[config.mk]
export PLATFORM = sky130hd
export DESIGN_NAME = egf_chan
export DESIGN_NICKNAME = d
export VERILOG_FILES = /design/src/design/egf_pkg.sv /design/src/design/egf_chan.sv
export SDC_FILE = /design/constraint.sdc
export NUM_CORES = 1
export LEC_CHECK = 0
export ABC_AREA = 0
export BUFFER_PORTS_ARGS = -buffer_cell sky130_fd_sc_hd__buf_4
export CAP_MARGIN = 40
export CORE_MARGIN = 2
export CORE_UTILIZATION = 50
export DETAILED_ROUTE_END_ITERATION = 8
export PLACE_DENSITY = 0.77
export SLEW_MARGIN = 10
export SYNTH_ARGS = -nofsm -noshare
export SYNTH_HDL_FRONTEND = slang
export SYNTH_SLANG_ARGS = --single-unit
[constraint.sdc]
create_clock -name clk -period 36.4 [get_ports clk]
set_clock_uncertainty 0.1 [all_clocks]
set_input_delay 7.28 -clock clk [delete_from_list [all_inputs] [get_ports clk]]
set_output_delay 7.28 -clock clk [all_outputs]
set_load 0.01 [all_outputs]
[src/design/egf_pkg.sv]
// Shared constants and types for the encoder edge glitch filter and burst grouper.
// No dependencies; every other design file imports this package.
`default_nettype none
package egf_pkg;

	localparam int NUM_CHANNELS = 6;
	localparam int TIME_BITS    = 32;
	localparam int CHAN_W       = 3;
	localparam int COUNT_W      = 16;
	localparam int MIN_W        = 8;
	localparam int LVL_W        = NUM_CHANNELS;
	localparam int MAX_RESULTS  = 6;
	localparam int RECS_PER_CH  = 3;
	localparam int NUM_SLOTS    = RECS_PER_CH * NUM_CHANNELS;
	localparam int SLOT_W       = $clog2(NUM_SLOTS);
	localparam int CFG_IDX_W    = 2;
	localparam int CFG_DATA_W   = 32;

	// Configuration register indexes
	localparam logic [CFG_IDX_W-1:0] REG_GLITCH_TICKS    = 2'd0;
	localparam logic [CFG_IDX_W-1:0] REG_GROUP_GAP_TICKS = 2'd1;
	localparam logic [CFG_IDX_W-1:0] REG_MIN_GROUP_EDGES = 2'd2;

	localparam logic [TIME_BITS-1:0] GLITCH_RESET  = TIME_BITS'(25);
	localparam logic [TIME_BITS-1:0] GAP_RESET     = TIME_BITS'(1000);
	localparam logic [MIN_W-1:0]     MIN_RESET     = MIN_W'(5);
	localparam logic [COUNT_W-1:0]   COUNT_MAX     = '1;

	// One burst record without its channel
	typedef struct packed {
		logic               level;
		logic [TIME_BITS-1:0] first;
		logic [TIME_BITS-1:0] last;
		logic [COUNT_W-1:0] count;
	} rec_t;

	// Records a channel can close in one step: edge close, flush keep, flush close
	typedef struct packed {
		logic [RECS_PER_CH-1:0]  vld;
		rec_t [RECS_PER_CH-1:0]  rec;
	} chan_recs_t;

	typedef rec_t [NUM_SLOTS-1:0] slot_recs_t;

	// Thresholds shared by all channels
	typedef struct packed {
		logic [TIME_BITS-1:0] glitch;
		logic [TIME_BITS-1:0] gap;
		logic [MIN_W-1:0]     min_edges;
	} cfg_t;

	// Saturating count increment
	function automatic logic [COUNT_W-1:0] sat_inc(input logic [COUNT_W-1:0] v);
		return (v == COUNT_MAX) ? v : v + COUNT_W'(1);
	endfunction

endpackage
`default_nettype wire

[src/design/egf_chan.sv]
// One phase channel: pending edge glitch filter, burst grouper and flush on final sample.
// Depends on egf_pkg.
`default_nettype none
module egf_chan import egf_pkg::*; (
	input  wire logic                 clk,
	input  wire logic                 arst_n,
	input  wire logic                 step,
	input  wire logic                 edge_det,
	input  wire logic                 now_lvl,
	input  wire logic                 fin,
	input  wire logic [TIME_BITS-1:0] t,
	input  wire cfg_t                 cfg,
	output chan_recs_t                recs
);

	// Channel state
	logic                 pv_q, bo_q, pl_q, blv_q;
	logic [TIME_BITS-1:0] pt_q, bf_q, bl_q;
	logic [COUNT_W-1:0]   cnt_q;

	// State after the edge phase (a) and after the flush keep (b)
	logic                 pv_a, pl_a, bo_a, blv_a, kept_a;
	logic [TIME_BITS-1:0] pt_a, bf_a, bl_a;
	logic [COUNT_W-1:0]   cnt_a;
	logic                 bo_b, blv_b;
	logic [TIME_BITS-1:0] bf_b, bl_b;
	logic [COUNT_W-1:0]   cnt_b;

	logic [TIME_BITS-1:0] d, gap_a, gap_tb, gap_b;
	logic [COUNT_W-1:0]   min_ext;

	// Differences are all taken in parallel from the stored state
	assign d       = t - pt_q;
	assign gap_a   = pt_q - bl_q;
	assign gap_tb  = t - bl_q;
	assign min_ext = COUNT_W'(cfg.min_edges);

	always_comb begin
		// edge phase
		pv_a   = pv_q;
		pt_a   = pt_q;
		pl_a   = pl_q;
		bo_a   = bo_q;
		bf_a   = bf_q;
		bl_a   = bl_q;
		blv_a  = blv_q;
		cnt_a  = cnt_q;
		kept_a = 1'b0;
		recs.vld = '0;
		if (edge_det) begin
			if (pv_q && (d < cfg.glitch)) begin
				pv_a = 1'b0;
			end else begin
				if (pv_q) begin
					kept_a = 1'b1;
					if (bo_q && (gap_a <= cfg.gap)) begin
						bl_a  = pt_q;
						cnt_a = sat_inc(cnt_q);
					end else begin
						recs.vld[0] = bo_q && (cnt_q >= min_ext);
						bo_a  = 1'b1;
						bf_a  = pt_q;
						bl_a  = pt_q;
						blv_a = pl_q;
						cnt_a = COUNT_W'(1);
					end
				end
				pv_a = 1'b1;
				pt_a = t;
				pl_a = now_lvl;
			end
		end
		recs.rec[0] = '{level: blv_q, first: bf_q, last: bl_q, count: cnt_q};

		// flush: the pending edge passes unfiltered
		// its gap is the glitch difference when the edge phase just kept an edge
		gap_b = kept_a ? d : (edge_det ? gap_tb : gap_a);
		bo_b  = bo_a;
		bf_b  = bf_a;
		bl_b  = bl_a;
		blv_b = blv_a;
		cnt_b = cnt_a;
		if (fin && pv_a) begin
			if (bo_a && (gap_b <= cfg.gap)) begin
				bl_b  = pt_a;
				cnt_b = sat_inc(cnt_a);
			end else begin
				recs.vld[1] = bo_a && (cnt_a >= min_ext);
				bo_b  = 1'b1;
				bf_b  = pt_a;
				bl_b  = pt_a;
				blv_b = pl_a;
				cnt_b = COUNT_W'(1);
			end
		end
		recs.rec[1] = '{level: blv_a, first: bf_a, last: bl_a, count: cnt_a};

		// flush: the open burst closes
		recs.vld[2] = fin && bo_b && (cnt_b >= min_ext);
		recs.rec[2] = '{level: blv_b, first: bf_b, last: bl_b, count: cnt_b};
	end

	// Control state; a final sample returns it to reset
	always_ff @(posedge clk or negedge arst_n) begin
		if (!arst_n) begin
			pv_q  <= 1'b0;
			bo_q  <= 1'b0;
			cnt_q <= '0;
		end else if (step) begin
			pv_q  <= fin ? 1'b0 : pv_a;
			bo_q  <= fin ? 1'b0 : bo_a;
			cnt_q <= fin ? '0 : cnt_a;
		end
	end

	// Payload state, read only while its valid flag is set
	always_ff @(posedge clk) begin
		if (step) begin
			pt_q  <= pt_a;
			pl_q  <= pl_a;
			bf_q  <= bf_a;
			bl_q  <= bl_a;
			blv_q <= blv_a;
		end
	end

endmodule
`default_nettype wire

== Word-level counts from Yosys, hierarchy flattened ==
Cells that the tools add are included.

* Div/mod/pow operators: 0
* Bitwise logic cells: 0
* Order comparisons: 6
* Multipliers: 0
* Reduce and logical (&&, ||, !) cells: 8
* Mux-type cells: 50
* Shift-type cells: 0
* Equal/unequal tests: 2
* Add/subtract/negate cells: 5

{| class="wikitable"
|+ Operator list
! cell !! count
|-
| $mux 32 || 14
|-
| $mux 16 || 9
|-
| $sub 32x32->32 || 3
|-
| $le 32x32->1 || 2
|-
| $ge 16x8->1 || 3
|-
| $add 16x1->16 const B || 2
|-
| $eq 16x16->1 const B || 2
|-
| $lt 32x32->1 || 1
|-
| $mux 1 || 27
|-
| $logic_and 1x1->1 || 8
|}

* Output and inout bits: 246
* ROM bits: 0
* Memories kept: 0
* RAM bits: 0
* Register bits after elaboration: 116
* Input port bits: 110
* Logic and storage cells: 79
* Latch bits: 0

== Logic depth before layout (Yosys ltp) ==
* Depth after elaboration: 13
* Depth in mapped cells: 50
* Mapped depth without buffers: 47

== Worst setup path after synthesis ==
Ideal clock, no wire load.

* Path type: input to output
* Start point: in t[0]
* End point: out recs[245] (netlist bit)
* Required time: 29.020 ns
* Arrival: 15.929 ns
* Slack: 13.091 ns
* Path buffers: 6
* Stages: 48
* Path through: inv_1 > ha_1 > inv_1 > fa_1 > a21o_1 > a21oi_1 > o21bai_1 > a21oi_1 > o21ai_0 > a21oi_1 > a211o_1 > a31oi_1 > a211oi_1 > xnor2_1 > ha_1 > nand4_1 > nor2_2 > nand4_1 > [12 not listed] > a41o_1 > a21oi_1 > o21a_1 > clkbuf_1 > clkbuf_1 > nor2_1 > ha_1 > a21o_1 > a21o_1 > a21o_1 > a21oi_1 > nor2b_1 > o21ai_0 > nand2b_1 > a21oi_1 > o31ai_1 > nor4_1 > a41oi_1

{| class="wikitable"
|+ RTL lines
! what !! RTL line !! text
|-
| start, declared || egf_chan.sv:11 || <nowiki>input wire logic [TIME_BITS-1:0] t,</nowiki>
|-
| end, declared || egf_chan.sv:13 || <nowiki>output chan_recs_t recs</nowiki>
|}

==> flow_metrics.env <==
export IMPL_syn_to_final_growth_pct=24.5
export IMPL_die_y_um=176
export IMPL_cts_tree="yes"
export IMPL_syn_inst=1809
export IMPL_status="complete, no violations"
export IMPL_insertion_delay_ns=0.45
export IMPL_synth_distinct_cells=93
export IMPL_synth_edf_count=98
export IMPL_ys_ff_latch=116
export IMPL_setup_violations_final=0
export IMPL_pre_cts_ws_ns=11.34
export IMPL_numCtsBuffers=17
export IMPL_nets=2463
export IMPL_wl_per_cell_um=19.7
export IMPL_slew_headroom_pct=42.5
export IMPL_cp_end_kind="output port"
export IMPL_synthSimpleGateAreaFrac_pct=16.5
export IMPL_grt_max_degree=73
export IMPL_antenna_cells=0
export IMPL_dieArea_um2=31000
export IMPL_clk_pin_slew_ns=0.05
export IMPL_min_path_type="reg2reg"
export IMPL_final_max_slew_viol_count=0
export IMPL_startpoint_type="primary input"
export IMPL_final_cells=2539
export IMPL_place_inst=2506
export IMPL_synth_adder_area_share_pct=18.5
export IMPL_cts_path_max_buffers=2
export IMPL_grt_pass1_vias=14400
export IMPL_drt_pass1_iterations=5
export IMPL_synthMuxAreaShare_pct=5.56
export IMPL_route_detailed_drc=0
export IMPL_avgSynthCellArea_um2=8.19
export IMPL_via_count=15000
export IMPL_crit_arrival_ns=17.78
export IMPL_peakVddDrop_mv=0.0356
export IMPL_antenna_found_initial=0
export IMPL_rsz0062_at_grt="no"
export IMPL_worst_slack_ns=11.24
export IMPL_drt_wl_total_um=50000
export IMPL_cp_slowest_cell="o41ai_1"
export IMPL_drive_gt1_share_pct=22.1
export IMPL_cts_root_buf="clkbuf_16"
export IMPL_port_buffers=355
export IMPL_cts_setup_buffers=0
export IMPL_critPathKind="in2out"
export IMPL_finalCritPeriodShare_pct=69.1
export IMPL_clock_fmax_ghz=0.0397
export IMPL_worst_pin_slew_ns=0.862
export IMPL_drtAntennaViolNets=0
export IMPL_fin_crit_ns=25.16
export IMPL_synth_compound_area_share_pct=24.3
export IMPL_grt_pass1_wl_um=77600
export IMPL_start_util_pct=50.4
export IMPL_power_density_nw_per_um2=50.2
export IMPL_whs_ns=0.516
export IMPL_use_met3_pct=4.89
export IMPL_syn_num_nets=2136
export IMPL_core_area_um2=29400
export IMPL_p_leak_nw=9.07
export IMPL_met1_usage_pct=41.7
export IMPL_cts_resized=0
export IMPL_drtIter0Drc=1223
export IMPL_synth_xor_area_share_pct=5.38
export IMPL_maxCapViolations=0
export IMPL_place_gp_congestion=0.963
export IMPL_synth_ff_type="edfxtp_1"
export IMPL_grt_most_used_layer="met2"
export IMPL_avgViaCountPerCell=5.90
export IMPL_pin_count=356
export IMPL_place_hpwl_um=40000
export IMPL_worst_ep_required_time_ns=29.02
export IMPL_async_reset_ff_share_pct=15.5
export IMPL_die_w_um=176
export IMPL_synth_seq_area_share_pct=22.9
export IMPL_synth_area_um2=14800
export IMPL_setup_tns_ns=0
export IMPL_grt_util_met2_pct=52.7
export IMPL_cts_hold_buf=0
export IMPL_crit_fanout=14
export IMPL_synth_top_family_by_area="compound AO/OA/AOI/OAI gates"
export IMPL_htree_levels=4
export IMPL_slowest_delay_ns=0.74
export IMPL_cts_num_sinks=116
export IMPL_overflow=0
export IMPL_placementRows=63
export IMPL_fillers=2668
export IMPL_grt_usage_pct=31.8
export IMPL_hold_viol=0
export IMPL_yosys_warnings=0
cell type report:
class                           instances  area, um2  area share [%]
Clock inverter                         12        185            1.00
Timing Repair Buffer                  365       2750            14.9
Multi-Input combinational cell       1432      10400            56.5
Sequential cell                       116       3390            18.4
Tap cell                              390        488            2.65
Clock buffer                           20        437            2.37
Inverter                              204        766            4.15
stage by stage:
stage          instance area, um2  total power, mW  util (%)
5_1_grt                     18400            0.990      62.7
2_1_floorplan               14800            0.541         -
4_1_cts                     18400            0.923      62.7
6_report                    18400            0.926      62.7
3_3_place_gp                17800            0.725      60.5
3_5_place_dp                17800            0.737      60.6
worst max-delay path, delay by kind of cell:
family / cells / cell delay, ns
AOI/OAI and AO/OA: 23 / 5.56
and+or+nand+nor: 15 / 3.01
adders and majority gates: 4 / 1.14
buffers and inverters: 4 / 0.56
xor gates and xnor gates: 1 / 0.21
final timing paths:
kind | startpoint | endpoint | slack, ns | cells past startpoint
worst max-delay path | t[1] | recs[245] | 11.24 | 47
worst min-delay path | pl_q | pl_q | 0.52 | 1
worst max register to register | pt_q[0] | bf_q[16] | 28.61 | 24
worst min register to register | pl_q | pl_q | 0.52 | 1
max in group asynchronous | arst_n | cnt_q[6] | 29.37 | 1
min in group asynchronous | arst_n | cnt_q[0] | 6.61 | 1
power by group:
part	leakage (nW)	internal (mW)	switching (mW)
registers	1.21	0.167	0.0133
logic	7.56	0.239	0.324
clock network	0.304	0.120	0.0625
total	9.07	0.526	0.400
Yosys cell counts, drive strengths merged, types with 26 or more instances:
| cell | instances | area [um2] |
|---|---|---|
| nor3 | 28 | 140 |
| nand3 | 31 | 160 |
| clkbuf | 40 | 150 |
| mux2i | 43 | 430 |
| edfxtp | 98 | 2940 |
| ha | 214 | 2680 |
| a21o | 69 | 518 |
| xnor2 | 61 | 534 |
| nor2 | 168 | 633 |
| inv | 204 | 766 |
| mux2 | 35 | 394 |
| a21oi | 189 | 961 |
| xor2 | 30 | 263 |
| nand4 | 26 | 209 |
| o21ai | 105 | 526 |
| nand2 | 124 | 468 |
cell families after synthesis:
logic type      Yosys count
compound gates          549
xor+xnor                 91
fa+ha+maj               217
buf+inv                 261
flops                   116
mux                      78
simple gates            497
metal layers:
metal  up-vias  wire, um
li1       7241         -
met1      7069     21800
met2       582     23400
met3        87      3280
met4         0      1530
met5         -         0
flip-flops by register name, summed over array words and instances (netlist names):
name and cells:
bf_q 32, bl_q 32, pt_q 32, cnt_q 16, blv_q 1, bo_q 1, pl_q 1, pv_q 1
cell usage in the layout (no fill, tap or decap), types with 8 or more instances in the layout:
master	count
inv_1	203
a31oi_1	19
nor2_1	166
nor2b_1	22
mux2i_1	43
nand2b_1	20
o21bai_1	12
nor3_1	28
clkbuf_16	17
o22ai_1	9
a221o_1	11
a22o_1	14
or2_2	8
nor4_1	10
o21a_1	21
nand3_1	30
o211ai_1	10
edfxtp_1	98
a211oi_1	12
and3_1	13
mux2_2	35
o21ai_0	103
buf_4	364
and2_1	12
dfrtp_1	18
ha_1	214
nand2_1	122
or3_1	13
a21oi_1	186
xor2_1	30
nand4_1	20
xnor2_1	61
a21o_1	68
(Power assumes the default switching activity.)
